File: src/design/lbvs_pkg.sv
`timescale 1ns / 1ps
`default_nettype none
package lbvs_pkg;

  localparam logic OP_LOAD   = 1'b0;
  localparam logic OP_VERTEX = 1'b1;

  localparam int WORDS_PER_BONE = 12;
  localparam int BONE_ID_W      = 8;
  localparam int QUEUE_DEPTH    = 4;
  localparam int QPTR_W         = 2;

  // addr / 12 == (addr * 2731) >> 15 for any 12-bit addr
  localparam logic [23:0] ADDR_DIV_MUL   = 24'd2731;
  localparam int          ADDR_DIV_SHIFT = 15;

  localparam logic signed [18:0] ONE_Q16 = 19'sd65536;

  typedef logic [2:0][31:0] vec3_t;

  typedef struct packed {
    logic                 is_vertex;
    logic                 wr_ok;
    logic [3:0]           bank;
    logic [BONE_ID_W-1:0] row;
    logic [31:0]          value;
    logic [31:0]          bone_ids;
    logic [47:0]          weights;
    vec3_t                pos;
    vec3_t                nrm;
    logic                 last;
  } qitem_t;

  // add half an LSB, then floor to Q16.16
  function automatic logic signed [47:0] rnd16(input logic signed [63:0] x);
    logic signed [63:0] s;
    s = x + 64'sd32768;
    return s[63:16];
  endfunction

  function automatic logic [31:0] sat32(input logic signed [55:0] x);
    if (x > 56'sd2147483647)
      return 32'h7FFF_FFFF;
    else if (x < -56'sd2147483648)
      return 32'h8000_0000;
    else
      return x[31:0];
  endfunction

endpackage
`default_nettype wire

File: src/design/lbvs_front.sv
`timescale 1ns / 1ps
`default_nettype none
module lbvs_front #(
  parameter int BONE_COUNT = 256
) (
  input  wire logic           clk,
  input  wire logic           rst_n,
  input  wire logic           in_valid,
  output logic                in_ready,
  input  wire logic           in_opcode,
  input  wire logic [31:0]    in_bone_ids,
  input  wire logic [47:0]    in_weights,
  input  wire logic [31:0]    in_pos_x,
  input  wire logic [31:0]    in_pos_y,
  input  wire logic [31:0]    in_pos_z,
  input  wire logic [31:0]    in_nrm_x,
  input  wire logic [31:0]    in_nrm_y,
  input  wire logic [31:0]    in_nrm_z,
  input  wire logic [11:0]    in_table_address,
  input  wire logic [31:0]    in_table_value,
  input  wire logic           in_last_vertex,
  output logic                q_valid,
  output lbvs_pkg::qitem_t    q_item,
  input  wire logic           q_pop
);

  localparam int TABLE_WORDS = BONE_COUNT * lbvs_pkg::WORDS_PER_BONE;

  lbvs_pkg::qitem_t               q_mem_r [lbvs_pkg::QUEUE_DEPTH];
  logic [lbvs_pkg::QPTR_W-1:0]    wr_ptr_r, rd_ptr_r;
  logic [lbvs_pkg::QPTR_W:0]      count_r;
  logic                           push;
  logic [23:0]                    quot_full;
  logic [8:0]                     row9;
  logic [12:0]                    row_x12;
  lbvs_pkg::qitem_t               item;

  // split the word address into bone row and bank (addr % 12)
  always_comb begin
    quot_full = 24'(in_table_address) * lbvs_pkg::ADDR_DIV_MUL;
    row9      = quot_full[lbvs_pkg::ADDR_DIV_SHIFT +: 9];
    row_x12   = 13'(row9) * 13'(lbvs_pkg::WORDS_PER_BONE);
    item.is_vertex = (in_opcode == lbvs_pkg::OP_VERTEX);
    item.wr_ok     = (in_opcode == lbvs_pkg::OP_LOAD) &&
                     ({1'b0, in_table_address} < 13'(TABLE_WORDS));
    item.bank      = 4'(in_table_address - row_x12[11:0]);
    item.row       = row9[lbvs_pkg::BONE_ID_W-1:0];
    item.value     = in_table_value;
    item.bone_ids  = in_bone_ids;
    item.weights   = in_weights;
    item.pos       = {in_pos_z, in_pos_y, in_pos_x};
    item.nrm       = {in_nrm_z, in_nrm_y, in_nrm_x};
    item.last      = in_last_vertex;
  end

  assign in_ready = (count_r != (lbvs_pkg::QPTR_W + 1)'(lbvs_pkg::QUEUE_DEPTH));
  assign push     = in_valid && in_ready;
  assign q_valid  = (count_r != '0);
  assign q_item   = q_mem_r[rd_ptr_r];

  always_ff @(posedge clk) begin
    if (push)
      q_mem_r[wr_ptr_r] <= item;
  end

  always_ff @(posedge clk) begin
    if (!rst_n) begin
      wr_ptr_r <= '0;
      rd_ptr_r <= '0;
      count_r  <= '0;
    end else begin
      if (push)
        wr_ptr_r <= wr_ptr_r + 1'b1;
      if (q_pop)
        rd_ptr_r <= rd_ptr_r + 1'b1;
      if (push && !q_pop)
        count_r <= count_r + 1'b1;
      else if (!push && q_pop)
        count_r <= count_r - 1'b1;
    end
  end

endmodule
`default_nettype wire

File: config.mk
export PLATFORM = sky130hd
export DESIGN_NAME = lbvs_front
export DESIGN_NICKNAME = d
export VERILOG_FILES = /design/src/design/lbvs_pkg.sv /design/src/design/lbvs_front.sv
export SDC_FILE = /design/constraint.sdc
export NUM_CORES = 1
export LEC_CHECK = 0
export ABC_AREA = 1
export BUFFER_PORTS_ARGS = -buffer_cell sky130_fd_sc_hd__buf_2
export CAP_MARGIN = 30
export CORE_UTILIZATION = 58
export CTS_BUF_LIST = sky130_fd_sc_hd__clkbuf_2
export CTS_CLUSTER_DIAMETER = 40
export DETAILED_ROUTE_END_ITERATION = 8
export HOLD_SLACK_MARGIN = 0.02
export PLACE_DENSITY = 0.88
export SLEW_MARGIN = 25
export SYNTH_ARGS = -nofsm -noshare
export SYNTH_HDL_FRONTEND = slang
export SYNTH_SLANG_ARGS = --single-unit
File: constraint.sdc
create_clock -name clk -period 38.4 [get_ports clk]
set_clock_uncertainty 0.15 [all_clocks]
set_input_delay 3.84 -clock clk [delete_from_list [all_inputs] [get_ports clk]]
set_output_delay 3.84 -clock clk [all_outputs]
set_load 0.01 [all_outputs]
**Yosys cells after proc, flatten, opt, wreduce, memory -nomap -nowiden**

Memories as Yosys holds them, arrays and structs flattened. A register that Yosys moved wholly into a read port is not among the register bits.
Index checks and enable logic that the tools add are counted.

- Bits in writable memories: 1276
- Bits in registers: 7
- Input bits: 322
- Output and inout bits: 321
- Word-level logic and storage cells: 28
- Memories kept: 1

Memories:

| memory | words | bits a word | rd ports | clocked after Yosys merged registers in | wr ports | RTL line | source |
|---|---|---|---|---|---|---|---|
| q_mem_r | 4 | 319 | 1 | 1 | 1 | lbvs_front.sv:29 | `lbvs_pkg::qitem_t q_mem_r [lbvs_pkg::QUEUE_DEPTH];` |

- $add $sub $neg: 5
- Muxes and demuxes: 6
- Reductions and logical operators: 8
- Bitwise operators: 1
- Equal/unequal tests: 1
- $mul: 2
- Order comparisons: 1

Operator list:

| operator | number |
|---|---|
| multiplier 12 x 12 -> 24 bit (second input constant) | 1 |
| < comparator 12 bit (second input constant) | 1 |
| multiplier 9 x 2 -> 2 bit (second input constant) | 1 |
| two-way mux 3 bit | 2 |
| adder 2 x 1 -> 2 bit (second input constant) | 2 |
| logical AND 1 bit | 4 |
| two-way mux 2 bit | 2 |
| subtractor 4 bit | 1 |
| adder 3 x 1 -> 3 bit (second input constant) | 1 |
| != test 3 bit (second input constant) | 1 |
| nonzero test 3 bit | 1 |
| subtractor 3 x 1 -> 3 bit (second input constant) | 1 |
| zero test 1 bit | 2 |
| two-way mux 1 bit | 2 |
| nonzero test 2 bit | 1 |
| inverter 1 bit | 1 |

**Logic depth before layout (Yosys ltp)**

- Depth in word-level cells: 6
- Mapped depth: 24
- Depth with buffers taken out: 24

**Worst setup path before layout**

OpenSTA, ideal clock, no wires.

- Path kind: in2reg
- From: input in_valid
- To: memory q_mem_r[0][0] (netlist name) (enable)
- Required time: 37.242 ns
- Setup time: 1.008 ns
- Path buffers: 0
- Stages: 2
- Arrival time: 17.219 ns
- Setup slack: 20.024 ns
- Path through: nand2_1 nor2_1

- Word-level cells in the longest chain between the ends: 3

RTL lines:

| what | RTL line | source |
|---|---|---|
| from (decl) | lbvs_front.sv:8 | `input wire logic in_valid,` |
| logical AND 1 bit | lbvs_front.sv:57 | `assign push = in_valid && in_ready;` |
| two-way mux 1 bit | lbvs_front.sv:62 | `if (push)` |
| two-way mux 1 bit (not written as such) | lbvs_front.sv:63 | `q_mem_r[wr_ptr_r] <= item;` |
| to (decl) | lbvs_front.sv:29 |  |

Every way passes these cells.

==> impl_table.tex <==
\begin{tabular}{lr}
\hline
Metric & Value \\
\hline
\multicolumn{2}{l}{\textbf{Logic synthesis}} \\
Cell area after technology mapping & 50,300 µm² \\
Register area share after synthesis & 0.765 \\
Flip-flop and latch count after synthesis & between 1,000 and 1,500 \\
Net Count, Synth & approximately 3,900 \\
Post-synthesis average cell area & about 14 µm² \\
Synthesized instance count & 3,501 \\
Count of unique library cells instantiated by Yosys & 33 \\
Number of warnings printed during yosys synthesis & 0 \\
\multicolumn{2}{l}{\textbf{Route}} \\
Number of design-rule violations left by the first detailed-router iteration & between 3,000 and 4,000 \\
Remaining design rule violation count & 0 \\
Routed Wire Length & 123,000 µm \\
Routed via count divided by cell count & 5.86 \\
Pre-antenna DRT Iters & 6 \\
Post-route antenna net violation count & 0 \\
Final routed wire length divided by cell count & around 22 µm \\
Via count & approximately 33,000 \\
\multicolumn{2}{l}{\textbf{Global routing}} \\
Remaining global-route overflow & 0 \\
Largest net degree at the start of global routing & 343 \\
GRT Total Usage & 0.265 \\
Number of global-route vias before repair & around 33,000 \\
Number of antenna violations at the first check in global routing & 55 \\
First-pass GRT wire length & about 180,000 µm \\
\multicolumn{2}{l}{\textbf{Clock network}} \\
Clock Sink Count & approximately 1,300 \\
CTS tree & yes \\
Clk\_lat worst skew & about 1400 ps \\
Max clock buf depth & 4 \\
Clock-pin slew reported for the worst setup and hold paths after clock tree synthesis & about 110 ps \\
Number of buffers created by CTS & 316 \\
Post-CTS sizing & 0 \\
Post-CTS setup buffers & 0 \\
Number of hold buffers added after cts & 0 \\
Clock tree root buffer cell & sky130\_fd\_sc\_hd\_\_clkbuf\_2 \\
H-tree levels & 5 \\
\multicolumn{2}{l}{\textbf{STA}} \\
Final sum of negative setup slack & 0 ps \\
Minimum clock period after layout & 9270 ps \\
Total count of hold-check failures in the final report & 0 \\
Setup repair after global routing missed its margin & no \\
Slew at the pin with the worst max-slew slack & 1200 ps \\
Peak Freq & approximately 0.11 GHz \\
Worst hold margin & roughly 270 ps \\
Headroom to the max-slew limit & 0.199 \\
Total setup violations reported at the end of the flow & 0 \\
Fin crit share & 0.241 \\
Final worst-path setup slack & $\sim$29,000 ps \\
Final slew viol count & 0 \\
\multicolumn{2}{l}{\textbf{Run status}} \\
Outcome & complete, no violations \\
\multicolumn{2}{l}{\textbf{Floorplan}} \\
Total die area & 87,900 µm² \\
Number of standard-cell rows in the floorplan & 107 \\
Core outline area & between 80,000 and 90,000 µm² \\
Starting density of the core & 0.588 \\
Top-level I/O count & $\sim$640 \\
Overall die height & roughly 300 µm \\
DIE WIDTH & 297 µm \\
\multicolumn{2}{l}{\textbf{Placement}} \\
HPWL after DPL & 71,500 µm \\
Worst setup timing slack at the placement stage & approximately 30,000 ps \\
Count of input and output buffers & about 640 \\
Weighted congestion at the end of routability-driven global placement & slightly below 0.9 \\
Area post-placement & approximately 54,000 µm² \\
\multicolumn{2}{l}{\textbf{Power and ir drop}} \\
Net Sw Frac & 0.295 \\
Power per cell area & 54.7 nW/µm² \\
Net load switching power & approximately 920 µW \\
Internal power & between 2 and 2.5 mW \\
Flop pwr share & 0.544 \\
Leakage dissipation & roughly 21 nW \\
Portion of total power attributed to combinational logic & 0.179 \\
Clk pwr share & 0.277 \\
Worst ir drop on vdd & 0.0555 mV \\
\multicolumn{2}{l}{\textbf{Setup path}} \\
Maximum fanout encountered on the critical timing path & 92 \\
Worst R2R Path Depth & 9 \\
Crit path required time & between 30,000 and 40,000 ps \\
Crit path kind & flip-flop to output pin \\
Critical Path End Type & output pin \\
Type of origin of the critical path & flip-flop \\
Critical R2R Launch & count\_r[0] \\
Worst reg2reg path endpoint & q\_mem\_r[2][206] \\
Arrival time reported for the critical path endpoint & 5280 ps \\
Setup slack of the worst register-to-register path & between 30,000 and 40,000 ps \\
\multicolumn{2}{l}{\textbf{Hold path}} \\
Start point of the worst hold path & rd\_ptr\_r[1] \\
Worst hold path type & flip-flop to flip-flop \\
Worst hold path cell count & 1 \\
\multicolumn{2}{l}{\textbf{Layout}} \\
Synth-to-layout area growth & 13.7\% \\
Fraction of final layout cells with drive strength greater than 1 & 0.259 \\
Number of nets in the final layout & 4,737 \\
Final instance area & about 57,000 µm² \\
Number of fillers in the final layout & roughly 5,500 \\
\multicolumn{2}{l}{\textbf{Flow run}} \\
Number of max-cap violations & 0 \\
\hline
\end{tabular}
## metal layers
layer | GRT usage | share of wire | vias to the layer above
met5 | 0.00277 | 0.0010 | -
met4 | 0.179 | 0.058 | 16
met2 | 0.444 | 0.51 | 2012
li1 | - | - | 14900
met1 | 0.291 | 0.34 | 16000
met3 | 0.0823 | 0.095 | 411
## through the flow
stage          utilization  power (mW)  instances
2_1_floorplan            -        2.12       3501
3_3_place_gp         0.634        2.25       5110
3_5_place_dp         0.634        2.28       5113
4_1_cts              0.666        3.14       5619
5_1_grt              0.669        3.28       5668
6_report             0.669        3.13       5679
## logic make-up after synthesis
kind of cell | Yosys count | share of synthesized area
DFF | 1285 | 0.765
and+or+nand+nor | 764 | 0.0585
xor gates and xnor gates | 11 | 0.00191
adders and majority gates | 123 | 0.0363
AOI/OAI and AO/OA | 994 | 0.107
buffers and inverters | 324 | 0.0309
## placed cells by master, fill, tap and decap left out, drive strengths merged, types with 6 or more instances in the layout
cell,Yosys,routed
a21oi,19,19
buf,116,684
bufinv,0,8
clkbuf,95,435
clkinv,0,60
dfxtp,9,9
diode,0,55
edfxtp,1276,1276
fa,38,38
ha,85,85
inv,113,115
nand2,68,68
nand3,17,17
nor2,668,668
o21ai,650,650
o22ai,319,319
xor2,6,6
## registers in the layout (all words and copies together) (netlist names), named ones only
signal,flops
count_r,3
q_mem_r,1276
wr_ptr_r,2
rd_ptr_r,2
## worst max-delay path by stage
stage | start | to | slack, ps | cells past startpoint
5_1_grt | flip-flop | q_item[226] | 28640 | 7
6_report | flip-flop | q_item[167] | 29130 | 7
2_1_floorplan | in_valid | q_mem_r[0][0] | 20020 | 2
3_5_place_dp | in_table_address[1] | q_mem_r[0][316] | 29610 | 22
4_1_cts | flip-flop | q_item[167] | 28310 | 6
3_3_place_gp | in_table_address[1] | q_mem_r[0][316] | 29720 | 22
## critical path: stages, from the launching register on
cell                      delay (ps)
sky130_fd_sc_hd__dfxtp_4         950
sky130_fd_sc_hd__buf_4           440
sky130_fd_sc_hd__buf_16          300
sky130_fd_sc_hd__buf_4           560
sky130_fd_sc_hd__buf_4           820
sky130_fd_sc_hd__o21ai_0         220
sky130_fd_sc_hd__o22ai_1         240
sky130_fd_sc_hd__buf_2           210
## synthesized netlist by cell type, drive strengths merged
cell type	instances	area, µm²
edfxtp	1276	38300
nor2	668	2510
o21ai	650	3250
o22ai	319	2000
buf	116	768
inv	113	432
clkbuf	95	357
ha	85	1060
nand2	68	268
fa	38	761
a21oi	19	110
nand3	17	85.1
dfxtp	9	180
xor2	6	52.6
nor3	5	40.0
xnor2	5	43.8
nand4	3	18.8
a21boi	2	15.0
a21o	2	15.0
nand3b	2	15.0
o21bai	2	15.0
nor4	1	6.26
## final cells by class
class                           count  area (µm²)  share of cell area
Multi-Input combinational cell   1892       10300               0.180
Inverter                          113         458             0.00800
Tap cell                         1144        1430              0.0250
Antenna cell                       55         138             0.00241
Clock inverter                     71         502             0.00877
Sequential cell                  1285       38500               0.673
Clock buffer                      435        2180              0.0380
Timing Repair Buffer              684        3710              0.0649
## power by group through the flow
stage	clock network (mW)	registers (mW)	logic (mW)
CTS	0.883	1.70	0.553
global placement	0	1.73	0.525
global route	0.951	1.71	0.615
detailed placement	0	1.73	0.548
finish	0.869	1.70	0.560
floorplan	0	1.78	0.347
Note: power is estimated with default switching activity, not from simulation.
